==> src/rtl/sba_pkg.sv <==
// Shared types and constants of the slab bump allocator.
`default_nettype none

package sba_pkg;

    localparam int BYTES_W  = 25;
    localparam int ADDR_W   = 28;
    localparam int TAG_W    = 8;
    localparam int TOTAL_W  = 29;
    localparam int COUNT_W  = 32;
    localparam int LIMIT_W  = 5;
    localparam int CFG_IDX_W = 2;

    localparam int IN_DATA_W  = 64;
    localparam int OUT_DATA_W = 152;

    localparam logic CMD_ALLOC = 1'b0;
    localparam logic CMD_FREE  = 1'b1;

    localparam logic [CFG_IDX_W-1:0] CFG_SLAB_BYTES = 2'd0;
    localparam logic [CFG_IDX_W-1:0] CFG_SLAB_LIMIT = 2'd1;

    localparam logic [BYTES_W-1:0] SLAB_BYTES_RST = 25'd1048576;
    localparam logic [LIMIT_W-1:0] SLAB_LIMIT_RST = 5'd16;

    typedef enum logic [2:0] {
        ST_HIT      = 3'd0,
        ST_NEW      = 3'd1,
        ST_NO_SLAB  = 3'd2,
        ST_ZERO     = 3'd3,
        ST_FREE_OK  = 3'd4,
        ST_FREE_BAD = 3'd5
    } t_status;

endpackage

`default_nettype wire

==> src/rtl/slab_bump_allocator.sv <==
// Top level of the slab bump allocator: request sequencer, slab scan and totals.
`default_nettype none

// Allocate requests scan the slabs in index order, one slab per cycle, through
// the single read port of the slab table; the first active slab with room wins
// and the scan stops there. A nonzero allocate then passes an update step, also
// when no slab has room. A zero-size allocate goes straight to the result; a
// free checks its address and, when it touches a slab, updates that slab.
// The request side is ready only between requests; a finished result sits in
// an output register, so a new request may be taken while it waits.
// Configuration writes are taken only between requests and apply from the
// next request on.
module slab_bump_allocator
    import sba_pkg::*;
#(
    parameter int NUM_SLABS      = 16,
    parameter int SLAB_SPAN_BITS = 24
) (
    input  wire logic                  i_clk,
    input  wire logic                  i_rst_n,
    // request: byte_count[24:0], free_address[52:25], stream_tag[60:53]
    input  wire logic                  i_s_axis_tvalid,
    output logic                       o_s_axis_tready,
    input  wire logic [IN_DATA_W-1:0]  i_s_axis_tdata,
    // request: command[0]
    input  wire logic                  i_s_axis_tuser,
    // result: granted_address[27:0], bytes_in_use[56:28], peak_bytes[85:57],
    // hit_count[117:86], miss_count[149:118]
    output logic                       o_m_axis_tvalid,
    input  wire logic                  i_m_axis_tready,
    output logic      [OUT_DATA_W-1:0] o_m_axis_tdata,
    // result: status[2:0]
    output logic      [2:0]            o_m_axis_tuser,
    input  wire logic                  i_cfg_valid,
    output logic                       o_cfg_ready,
    input  wire logic [CFG_IDX_W-1:0]  i_cfg_index,
    input  wire logic [BYTES_W-1:0]    i_cfg_data
);

    localparam int IW = (NUM_SLABS > 1) ? $clog2(NUM_SLABS) : 1;
    localparam int CW = $clog2(NUM_SLABS + 1);
    localparam int WORD_W = TAG_W + BYTES_W;
    localparam logic [IW-1:0] LAST_IDX = IW'(NUM_SLABS - 1);

    typedef enum logic [2:0] {
        S_IDLE,
        S_SCAN,
        S_UPD,
        S_FREE,
        S_FCHK,
        S_EMIT
    } t_state;

    function automatic logic [BYTES_W-1:0] f_size(input logic [BYTES_W-1:0] b);
        logic [32:0] span;
        logic [32:0] v;
        span = 33'd1 << SLAB_SPAN_BITS;
        v = 33'(b);
        if (v == 33'd0) begin
            v = 33'd1;
        end
        if (v > span) begin
            v = span;
        end
        return v[BYTES_W-1:0];
    endfunction

    function automatic logic [CW-1:0] f_limit(input logic [LIMIT_W-1:0] l);
        logic [7:0] v;
        v = 8'(l);
        if (v == 8'd0) begin
            v = 8'd1;
        end
        if (v > 8'(NUM_SLABS)) begin
            v = 8'(NUM_SLABS);
        end
        return v[CW-1:0];
    endfunction

    t_state               r_state;
    t_status              r_status;
    logic [BYTES_W-1:0]   r_size;
    logic [CW-1:0]        r_limit;
    logic [NUM_SLABS-1:0] r_active;
    logic [CW-1:0]        r_active_cnt;
    logic [TOTAL_W-1:0]   r_in_use;
    logic [TOTAL_W-1:0]   r_peak;
    logic [COUNT_W-1:0]   r_hits;
    logic [COUNT_W-1:0]   r_misses;

    logic [BYTES_W-1:0]   r_bytes;
    logic [ADDR_W-1:0]    r_addr;
    logic [TAG_W-1:0]     r_tag;

    logic [IW-1:0]        r_scan_idx;
    logic [IW-1:0]        r_chk_idx;
    logic                 r_chk_vld;
    logic                 r_free_found;
    logic [IW-1:0]        r_free_idx;
    logic [IW-1:0]        r_pick;
    logic [BYTES_W-1:0]   r_pick_off;
    logic [ADDR_W-1:0]    r_grant;

    logic                  r_out_vld;
    logic [OUT_DATA_W-1:0] r_out_data;
    logic [2:0]            r_out_user;

    logic                 in_accept;
    logic [WORD_W-1:0]    ram_rdata;
    logic [BYTES_W-1:0]   rd_off;
    logic [TAG_W-1:0]     rd_tag;
    logic                 ram_we;
    logic [IW-1:0]        ram_waddr;
    logic [WORD_W-1:0]    ram_wdata;
    logic [IW-1:0]        ram_raddr;

    logic [BYTES_W:0]     fit_sum;
    logic                 fit;
    logic [BYTES_W-1:0]   upd_off;
    logic [TOTAL_W:0]     add_sum;
    logic [TOTAL_W-1:0]   add_sat;
    logic [63:0]          grant_wide;

    logic [63:0]          f_idx_wide;
    logic [63:0]          f_low_wide;
    logic [IW-1:0]        f_idx;
    logic                 f_ok;
    logic                 f_over;
    logic [BYTES_W-1:0]   f_take;
    logic [BYTES_W-1:0]   f_new_off;
    logic [TOTAL_W-1:0]   f_in_use;

    assign in_accept       = i_s_axis_tvalid && o_s_axis_tready;
    assign o_s_axis_tready = (r_state == S_IDLE);
    assign o_cfg_ready     = (r_state == S_IDLE);
    assign o_m_axis_tvalid = r_out_vld;
    assign o_m_axis_tdata  = r_out_data;
    assign o_m_axis_tuser  = r_out_user;

    assign rd_off = ram_rdata[BYTES_W-1:0];
    assign rd_tag = ram_rdata[WORD_W-1:BYTES_W];

    // shared compare unit for the scan
    assign fit_sum = {1'b0, rd_off} + {1'b0, r_bytes};
    assign fit     = r_active[r_chk_idx] && (fit_sum <= {1'b0, r_size});

    assign upd_off    = r_pick_off + r_bytes;
    assign add_sum    = {1'b0, r_in_use} + (TOTAL_W + 1)'(r_bytes);
    assign add_sat    = add_sum[TOTAL_W] ? {TOTAL_W{1'b1}} : add_sum[TOTAL_W-1:0];
    assign grant_wide = (64'(r_pick) << SLAB_SPAN_BITS) + 64'(r_pick_off);

    assign f_idx_wide = 64'(r_addr) >> SLAB_SPAN_BITS;
    assign f_low_wide = 64'(r_addr) & ((64'd1 << SLAB_SPAN_BITS) - 64'd1);
    assign f_idx      = f_idx_wide[IW-1:0];
    assign f_ok       = (f_idx_wide < 64'(NUM_SLABS)) && r_active[f_idx]
                        && (f_low_wide < 64'(r_size));
    assign f_over     = r_bytes > rd_off;
    assign f_take     = f_over ? rd_off : r_bytes;
    assign f_new_off  = rd_off - f_take;
    assign f_in_use   = (TOTAL_W'(f_take) > r_in_use) ? '0 : r_in_use - TOTAL_W'(f_take);

    always_comb begin
        ram_raddr = (r_state == S_FREE) ? f_idx : r_scan_idx;
        ram_we    = 1'b0;
        ram_waddr = r_pick;
        ram_wdata = {r_tag, upd_off};
        case (r_state)
            S_UPD: begin
                ram_we = (r_status != ST_NO_SLAB);
            end
            S_FCHK: begin
                ram_we    = 1'b1;
                ram_wdata = (f_new_off == '0) ? '0 : {rd_tag, f_new_off};
            end
            default: begin
                ram_we = 1'b0;
            end
        endcase
    end

    sba_ram #(
        .WIDTH (WORD_W),
        .DEPTH (NUM_SLABS)
    ) u_slab_ram (
        .i_clk   (i_clk),
        .i_we    (ram_we),
        .i_waddr (ram_waddr),
        .i_wdata (ram_wdata),
        .i_raddr (ram_raddr),
        .o_rdata (ram_rdata)
    );

    always_ff @(posedge i_clk) begin
        if (!i_rst_n) begin
            r_state      <= S_IDLE;
            r_status     <= ST_HIT;
            r_size       <= f_size(SLAB_BYTES_RST);
            r_limit      <= f_limit(SLAB_LIMIT_RST);
            r_active     <= '0;
            r_active_cnt <= '0;
            r_in_use     <= '0;
            r_peak       <= '0;
            r_hits       <= '0;
            r_misses     <= '0;
            r_out_vld    <= 1'b0;
            r_chk_vld    <= 1'b0;
            r_free_found <= 1'b0;
        end else begin
            if (i_cfg_valid && o_cfg_ready) begin
                case (i_cfg_index)
                    CFG_SLAB_BYTES: r_size  <= f_size(i_cfg_data);
                    CFG_SLAB_LIMIT: r_limit <= f_limit(i_cfg_data[LIMIT_W-1:0]);
                    default: ;
                endcase
            end

            if (r_state == S_EMIT && (!r_out_vld || i_m_axis_tready)) begin
                r_out_vld <= 1'b1;
            end else if (r_out_vld && i_m_axis_tready) begin
                r_out_vld <= 1'b0;
            end

            case (r_state)
                S_IDLE: begin
                    if (in_accept) begin
                        r_bytes      <= i_s_axis_tdata[24:0];
                        r_addr       <= i_s_axis_tdata[52:25];
                        r_tag        <= i_s_axis_tdata[60:53];
                        r_grant      <= '0;
                        r_scan_idx   <= '0;
                        r_chk_vld    <= 1'b0;
                        r_free_found <= 1'b0;
                        if (i_s_axis_tuser == CMD_FREE) begin
                            r_state <= S_FREE;
                        end else if (i_s_axis_tdata[24:0] == '0) begin
                            r_status <= ST_ZERO;
                            r_state  <= S_EMIT;
                        end else begin
                            r_state <= S_SCAN;
                        end
                    end
                end
                S_SCAN: begin
                    if (r_scan_idx != LAST_IDX) begin
                        r_scan_idx <= r_scan_idx + 1'b1;
                    end
                    r_chk_idx <= r_scan_idx;
                    r_chk_vld <= 1'b1;
                    if (r_chk_vld) begin
                        if (!r_active[r_chk_idx] && !r_free_found) begin
                            r_free_found <= 1'b1;
                            r_free_idx   <= r_chk_idx;
                        end
                        if (fit) begin
                            r_pick     <= r_chk_idx;
                            r_pick_off <= rd_off;
                            r_status   <= ST_HIT;
                            r_state    <= S_UPD;
                        end else if (r_chk_idx == LAST_IDX) begin
                            r_pick_off <= '0;
                            r_state    <= S_UPD;
                            if (r_bytes <= r_size && r_active_cnt < r_limit
                                && (r_free_found || !r_active[r_chk_idx])) begin
                                r_status <= ST_NEW;
                                r_pick   <= r_free_found ? r_free_idx : r_chk_idx;
                            end else begin
                                r_status <= ST_NO_SLAB;
                            end
                        end
                    end
                end
                S_UPD: begin
                    if (r_status == ST_HIT) begin
                        r_hits <= r_hits + 1'b1;
                    end else begin
                        r_misses <= r_misses + 1'b1;
                    end
                    if (r_status != ST_NO_SLAB) begin
                        r_grant            <= grant_wide[ADDR_W-1:0];
                        r_active[r_pick]   <= 1'b1;
                        r_in_use           <= add_sat;
                        if (add_sat > r_peak) begin
                            r_peak <= add_sat;
                        end
                        if (r_status == ST_NEW) begin
                            r_active_cnt <= r_active_cnt + 1'b1;
                        end
                    end
                    r_state <= S_EMIT;
                end
                S_FREE: begin
                    r_pick <= f_idx;
                    if (f_ok) begin
                        r_state <= S_FCHK;
                    end else begin
                        r_status <= ST_FREE_BAD;
                        r_state  <= S_EMIT;
                    end
                end
                S_FCHK: begin
                    r_status <= f_over ? ST_FREE_BAD : ST_FREE_OK;
                    r_in_use <= f_in_use;
                    if (f_new_off == '0) begin
                        r_active[r_pick] <= 1'b0;
                        r_active_cnt     <= r_active_cnt - 1'b1;
                    end
                    r_state <= S_EMIT;
                end
                S_EMIT: begin
                    if (!r_out_vld || i_m_axis_tready) begin
                        r_out_user <= r_status;
                        r_out_data <= {2'b00, r_misses, r_hits, r_peak, r_in_use, r_grant};
                        r_state    <= S_IDLE;
                    end
                end
                default: begin
                    r_state <= S_IDLE;
                end
            endcase
        end
    end

endmodule

`default_nettype wire

==> src/rtl/sba_ram.sv <==
// Generic single-port-write, registered-read RAM.
`default_nettype none

module sba_ram #(
    parameter int WIDTH = 8,
    parameter int DEPTH = 16
) (
    input  wire logic                             i_clk,
    input  wire logic                             i_we,
    input  wire logic [$clog2(DEPTH > 1 ? DEPTH : 2)-1:0] i_waddr,
    input  wire logic [WIDTH-1:0]                 i_wdata,
    input  wire logic [$clog2(DEPTH > 1 ? DEPTH : 2)-1:0] i_raddr,
    output logic      [WIDTH-1:0]                 o_rdata
);

    logic [WIDTH-1:0] r_mem [DEPTH];

    always_ff @(posedge i_clk) begin
        if (i_we) begin
            r_mem[i_waddr] <= i_wdata;
        end
        o_rdata <= r_mem[i_raddr];
    end

endmodule

`default_nettype wire
==> config.mk <==
export PLATFORM = sky130hd
export DESIGN_NAME = slab_bump_allocator
export DESIGN_NICKNAME = d
export VERILOG_FILES = /design/src/rtl/sba_pkg.sv /design/src/rtl/slab_bump_allocator.sv /design/src/rtl/sba_ram.sv
export SDC_FILE = /design/constraint.sdc
export NUM_CORES = 2
export LEC_CHECK = 0
export BUFFER_PORTS_ARGS = -buffer_cell sky130_fd_sc_hd__buf_2
export CAP_MARGIN = 20
export CORE_ASPECT_RATIO = 0.75
export CORE_UTILIZATION = 40
export DETAILED_ROUTE_END_ITERATION = 16
export GPL_TIMING_DRIVEN = 0
export PLACE_DENSITY = 0.68
export SYNTH_ARGS = -nofsm -noshare
export SYNTH_HDL_FRONTEND = slang
export SYNTH_SLANG_ARGS = --single-unit
==> constraint.sdc <==
create_clock -name i_clk -period 27.4 [get_ports i_clk]
set_input_delay 4.11 -clock i_clk [delete_from_list [all_inputs] [get_ports i_clk]]
set_output_delay 4.11 -clock i_clk [all_outputs]
set_load 0.005 [all_outputs]
Yosys cells after proc, flatten, opt, wreduce, memory -nomap -nowiden
Memory sizes are Yosys's and may differ from the RTL's. A register that Yosys moved wholly into a read port is not among the register bits.
Cells that the tools add are included.
{ "classes": {"bitwise": 4, "muxes": 74, "reduce_logical": 51, "magnitude_cmp": 14, "n_eq_ne": 23, "addsub": 11} }
{ "op_table": {"columns": ["op", "count"], "rows": [
  ["$mux 33", 5],
  ["$mux 25", 5],
  ["$mux 29", 3],
  ["$logic_not 25->1", 3],
  ["$add 32x1->32 const B", 2],
  ["$pmux 29 s2", 1],
  ["$mux 28", 2],
  ["$pmux 28 s2", 1],
  ["$mux 3", 14],
  ["$gt 33x25->1 const B", 1],
  ["$mux 16", 2],
  ["$mux 4", 8],
  ["$pmux 16 s2", 1],
  ["$add 29x25->30", 1],
  ["$gt 25x29->1", 1],
  ["$gt 29x29->1", 1],
  ["$sub 29x25->29", 1],
  ["$add 28x25->28", 1],
  ["$reduce_and 4->1", 7],
  ["$add 25x25->26", 1],
  ["$le 26x25->1", 1],
  ["$add 25x25->25", 1],
  ["$gt 25x25->1", 1],
  ["$le 25x25->1", 1],
  ["47 further kinds", 112]
]} }
{ "totals": {"register_bits": 465, "ram_bits": 528, "inputBits": 97, "word_cells": 202, "out_inout_bits": 158, "memories": 1} }
{ "memory_table": {"columns": ["memory", "depth", "width", "rd", "rd_ports_with_merged_regs", "wr", "line_no", "source"], "rows": [
  ["u_slab_ram.r_mem", 16, 33, 1, 1, 1, "sba_ram.sv:16", "logic [WIDTH-1:0] r_mem [DEPTH];"]
]} }

Depth between registers and ports, before layout
{ "depth": {"depth_word": 10, "mapped_depth": 32} }

By module
From an unflattened synthesis, not the netlist that was laid out.
{ "hier_totals": {"cells_unflattened": 3692, "area_unflattened_um2": 48021.1} }
{ "by_module_without_submodules": {"columns": ["mod", "n_inst", "area_each_um2", "seq_area_each_um2", "cells_per_inst"], "rows": [
  ["slab_bump_allocator", 1, 27391.3, 12141.6, 2828],
  ["sba_ram", 1, 20629.8, 16515.8, 864]
]} }

Worst setup path after synthesis
OpenSTA, ideal clock, no wires.
{ "synth_path": {"path_kind": "in2reg", "startpoint": "input i_rst_n", "endpoint": "register r_out_data[0] (netlist: o_m_axis_tdata[0]), enable pin", "path_slack_ns": 15.674, "arrival_time_ns": 11.059, "cell_stages": 4, "path_cell_list": "clkbuf_1 clkbuf_1 nand2_1 nor2_1"} }
{ "synth_between": {"elab_chain_cells": 1} }
{ "synth_lines": {"columns": ["item", "line_no", "source"], "rows": [
  ["start: declaration", "slab_bump_allocator.sv:20", "input wire logic i_rst_n,"],
  ["$reduce_and 3->1 (no source line)", null, null],
  ["end signal: assignment", "slab_bump_allocator.sv:312", "r_out_data <= {2'b00, r_misses, r_hits, r_peak, r_in_use, r_grant};"],
  ["end: declaration", "slab_bump_allocator.sv:105", "logic [OUT_DATA_W-1:0] r_out_data;"]
]} }
No other way between the ends.
A chain may end at the register's enable or synchronous reset.

Worst setup path after layout
{ "layout_path": {"startpoint": "register r_bytes[1]", "endpoint": "register r_peak[27]"} }
{ "layout_between": {"elab_chain_cells": 4} }
{ "layout_lines": {"columns": ["item", "line_no", "source"], "rows": [
  ["start: declaration", "slab_bump_allocator.sv:91", "logic [BYTES_W-1:0] r_bytes;"],
  ["start signal: assignment", "slab_bump_allocator.sv:226", "r_bytes <= i_s_axis_tdata[24:0];"],
  ["$add 29x25->30", "slab_bump_allocator.sv:148", "assign add_sum = {1'b0, r_in_use} + (TOTAL_W + 1)'(r_bytes);"],
  ["$mux 29", "slab_bump_allocator.sv:149", "assign add_sat = add_sum[TOTAL_W] ? {TOTAL_W{1'b1}} : add_sum[TOTAL_W-1:0];"],
  ["named net add_sat[2]", "slab_bump_allocator.sv:121", "logic [TOTAL_W-1:0] add_sat;"],
  ["$gt 29x29->1", "slab_bump_allocator.sv:282", "if (add_sat > r_peak) begin"],
  ["$reduce_and 3->1 (no source line)", null, null],
  ["end signal: assignment", "slab_bump_allocator.sv:283", "r_peak <= add_sat;"],
  ["end: declaration", "slab_bump_allocator.sv:87", "logic [TOTAL_W-1:0] r_peak;"]
]} }
The timed path passes the listed nets, and every way through them passes these cells.

==> summary.txt <==
Warnings, synthesis -> 0
Power density over the cells -> 80.2 mW/mm²
Top FF cell, synth -> edfxtp_1
Critical path start-end classification -> flip-flop to flip-flop
CP max-delay cell -> edfxtp_1
Number of sinks handled by clock tree synthesis -> 882
Maximum number of buffers from clock root to sink -> 3
Async set-reset flop share out of synthesis -> 0
Slack of the worst reg-to-reg path -> 18280 ps
Number of max-slew violations in the final report -> 0
Final estimated routing congestion in global placement -> 0.999
Worst-path clk slew -> 60 ps
Final period utilization -> 0.333
Max Clk Rate -> 110 MHz
Hold Slack -> 417 ps
Share of layout cells above drive strength 1 -> 0.161
TritonCTS clock tree -> yes
Number of resized instances in the post-cts repair step -> 0
Largest vdd supply drop -> 0.0732 mV
Antenna violations before repair -> 10
Total length of routed wires -> 126 mm
GRT overflow -> 0
Wire length of the first global-routing pass -> 184 mm
Vias per cell -> 5.71
HP Class -> flip-flop to flip-flop
Setup crit start kind -> flip-flop
Wire per inst -> 23.6 µm
Hold bufs inserted after CTS -> 0
Leading cell type in the layout, fill and taps excluded -> edfxtp_1
Area overhead of the layout relative to synthesis -> 15.4%
Die footprint -> 0.109 mm²
Total of endpoints with negative setup slack in the final report -> 0
Cell family with most CP delay -> compound AO/OA/AOI/OAI gates
I/O pins -> 255
Worst relative slew slack -> 0.225
Detailed-routing iteration count for the pre-antenna-repair pass -> 7
Critical Path RT -> 27940 ps
Non-filler instance count after layout -> 5323
Cell type with the highest aggregate area in the netlist -> edfxtp_1
Library cells used by synthesis -> 99
Post-synthesis average cell area -> 12.4 µm²
Count of input and output buffers -> 241
Number of buffers inserted during clock tree synthesis -> 81
Hold Violations, Final -> 0
Post-synthesis register bit count -> 882
Total number of H-tree levels -> 3
Final HPWL from detailed placement -> 94.4 mm
Critical Path Most Common Cell -> o21a_1
Number of buffers inserted to repair setup after CTS -> 0
Total design power -> 3.97 mW
Fraction of synthesized cell area taken by the top area cell type -> 0.472
Count of buffering cells on the critical path with inverters included -> 4
DP Area -> 0.0467 mm²
Most frequent cells in the layout -> edfxtp_1, nor2_1, ha_1
Highest cell delay on the worst timing path -> 800 ps
Ant. Diodes -> 0
Effective utilization at floorplan -> 0.405
Remaining antenna violation count after routing -> 0
Placed insts -> 5164
Final design utilization -> 0.468
Clock Skew -> 40.6 ps
Post-synth design cell area -> 0.0429 mm²
Period minus WS final -> 9120 ps
Post-route setup slack -> 18280 ps
Drt drc -> 0
Highest fanout seen on the critical path -> 10
Syn Inst Count -> 3460
Height of the die -> 286 µm
Floorplan core area -> 0.106 mm²
Leading cell types by total area after synthesis -> edfxtp_1, dfxtp_1, ha_1
Design area -> 0.0495 mm²
Clock insertion delay at the later pin of the skew report -> 690 ps
Violation count after the first detailed-routing iteration -> 3590
Tightest Pin Transition -> 1160 ps
Max Cap Violations -> 0
Setup repair after global routing missed its margin -> no
Post-layout net count -> 4193
Data arrival time of the critical path -> 9660 ps
Total negative slack for setup checks -> 0 ps
Total global-route track usage -> 0.227
DP Worst Slack -> 18540 ps
Share of synthesized area occupied by flip-flops and latches -> 0.569
Static Leak -> 18.0 nW
Number of enable-type register cells in the synthesized netlist -> 675
Clock root cell -> clkbuf_16
Largest net degree at the start of global routing -> 37
Setup crit end kind -> flip-flop
Run status -> completed
Via count of the first global-routing pass -> 28300
Rows -> 103
Vias -> 30400
Die Span X -> 380 µm
==> report_power, final <==
group	internal, mW	leakage, nW	switching, mW
Combinational	0.428	8.83	0.757
Clock	0.669	1.35	0.524
Sequential	1.53	7.82	0.0655
==> final timing paths <==
path	from	end	depth (start not counted)
worst max register to register	r_bytes[1]	r_peak[27]	32
worst min-delay path	r_grant[26]	o_m_axis_tdata[26]	0
worst max-delay path	r_bytes[1]	r_peak[27]	32
worst min register to register	r_grant[26]	o_m_axis_tdata[26]	0
==> synthesized netlist by cell type, types with 15 or more instances <==
| master | instances |
|---|---|
| a21oi_1 | 176 |
| nor4_1 | 44 |
| a31oi_1 | 48 |
| xnor2_1 | 75 |
| o21ai_0 | 143 |
| clkbuf_1 | 106 |
| nand3_1 | 55 |
| a311oi_1 | 21 |
| nand2_1 | 220 |
| ha_1 | 254 |
| nor2b_1 | 31 |
| and2_1 | 37 |
| a211oi_1 | 43 |
| buf_1 | 15 |
| o211ai_1 | 17 |
| edfxtp_1 | 675 |
| o21a_1 | 36 |
| nand2b_1 | 39 |
| mux2i_1 | 45 |
| xor2_1 | 87 |
| o31ai_1 | 17 |
| or3_1 | 26 |
| a22oi_1 | 23 |
| o21bai_1 | 24 |
| inv_1 | 173 |
| a21o_1 | 57 |
| dfxtp_1 | 207 |
| nor3_1 | 39 |
| nor2_1 | 310 |
| and3_1 | 50 |
| mux4_2 | 110 |
| nand4_1 | 38 |
==> cells by family (layout without fill, tap and decap cells) <==
kind of cell	count (synthesis)	count (layout)	share of synthesized area
and+or+nand+nor	960	960	0.110
AOI/OAI and AO/OA	726	726	0.113
other	1	2	0.0000874
xor gates and xnor gates	162	162	0.0331
DFF	882	882	0.569
muxes	159	159	0.0693
adders and majority gates	262	262	0.0769
buffers and inverters	308	753	0.0285
==> flip-flops by register name (all words and copies together) (netlist names), 3 cells and up, named ones only <==
| register | count |
|---|---|
| r_misses | 32 |
| r_size | 25 |
| r_pick_off | 25 |
| r_addr | 28 |
| r_grant | 28 |
| r_pick | 4 |
| o_m_axis_tdata | 150 |
| r_limit | 5 |
| r_hits | 32 |
| r_scan_idx | 4 |
| r_active_cnt | 5 |
| u_slab_ram.o_rdata | 25 |
| r_status | 3 |
| r_state | 3 |
| o_m_axis_tuser | 3 |
| r_free_idx | 4 |
| r_peak | 29 |
| r_bytes | 25 |
| u_slab_ram.r_mem | 400 |
| r_chk_idx | 4 |
| r_in_use | 29 |
==> layer usage <==
layer / track usage / routed length (µm) / part of all wire / vias up
met4: 0.0438 / 1910 / 0.015 / 10
met1: 0.352 / 59100 / 0.47 / 14900
met3: 0.0699 / 14700 / 0.12 / 153
met2: 0.307 / 49800 / 0.40 / 1471
li1: - / - / - / 13800
met5: 0 / 63 / 0.00050 / -
==> cell type report <==
type | instances | area (µm²)
fillers | 9351 | 56300
flip-flops and latches | 882 | 24400
multi-input cells | 2271 | 17500
clock buffers | 109 | 2280
repair buffers | 294 | 1880
well taps | 1417 | 1770
inverters | 174 | 653
plain buffers | 134 | 568
clock inverters | 42 | 502
Note: power is estimated with default switching activity, not from simulation.
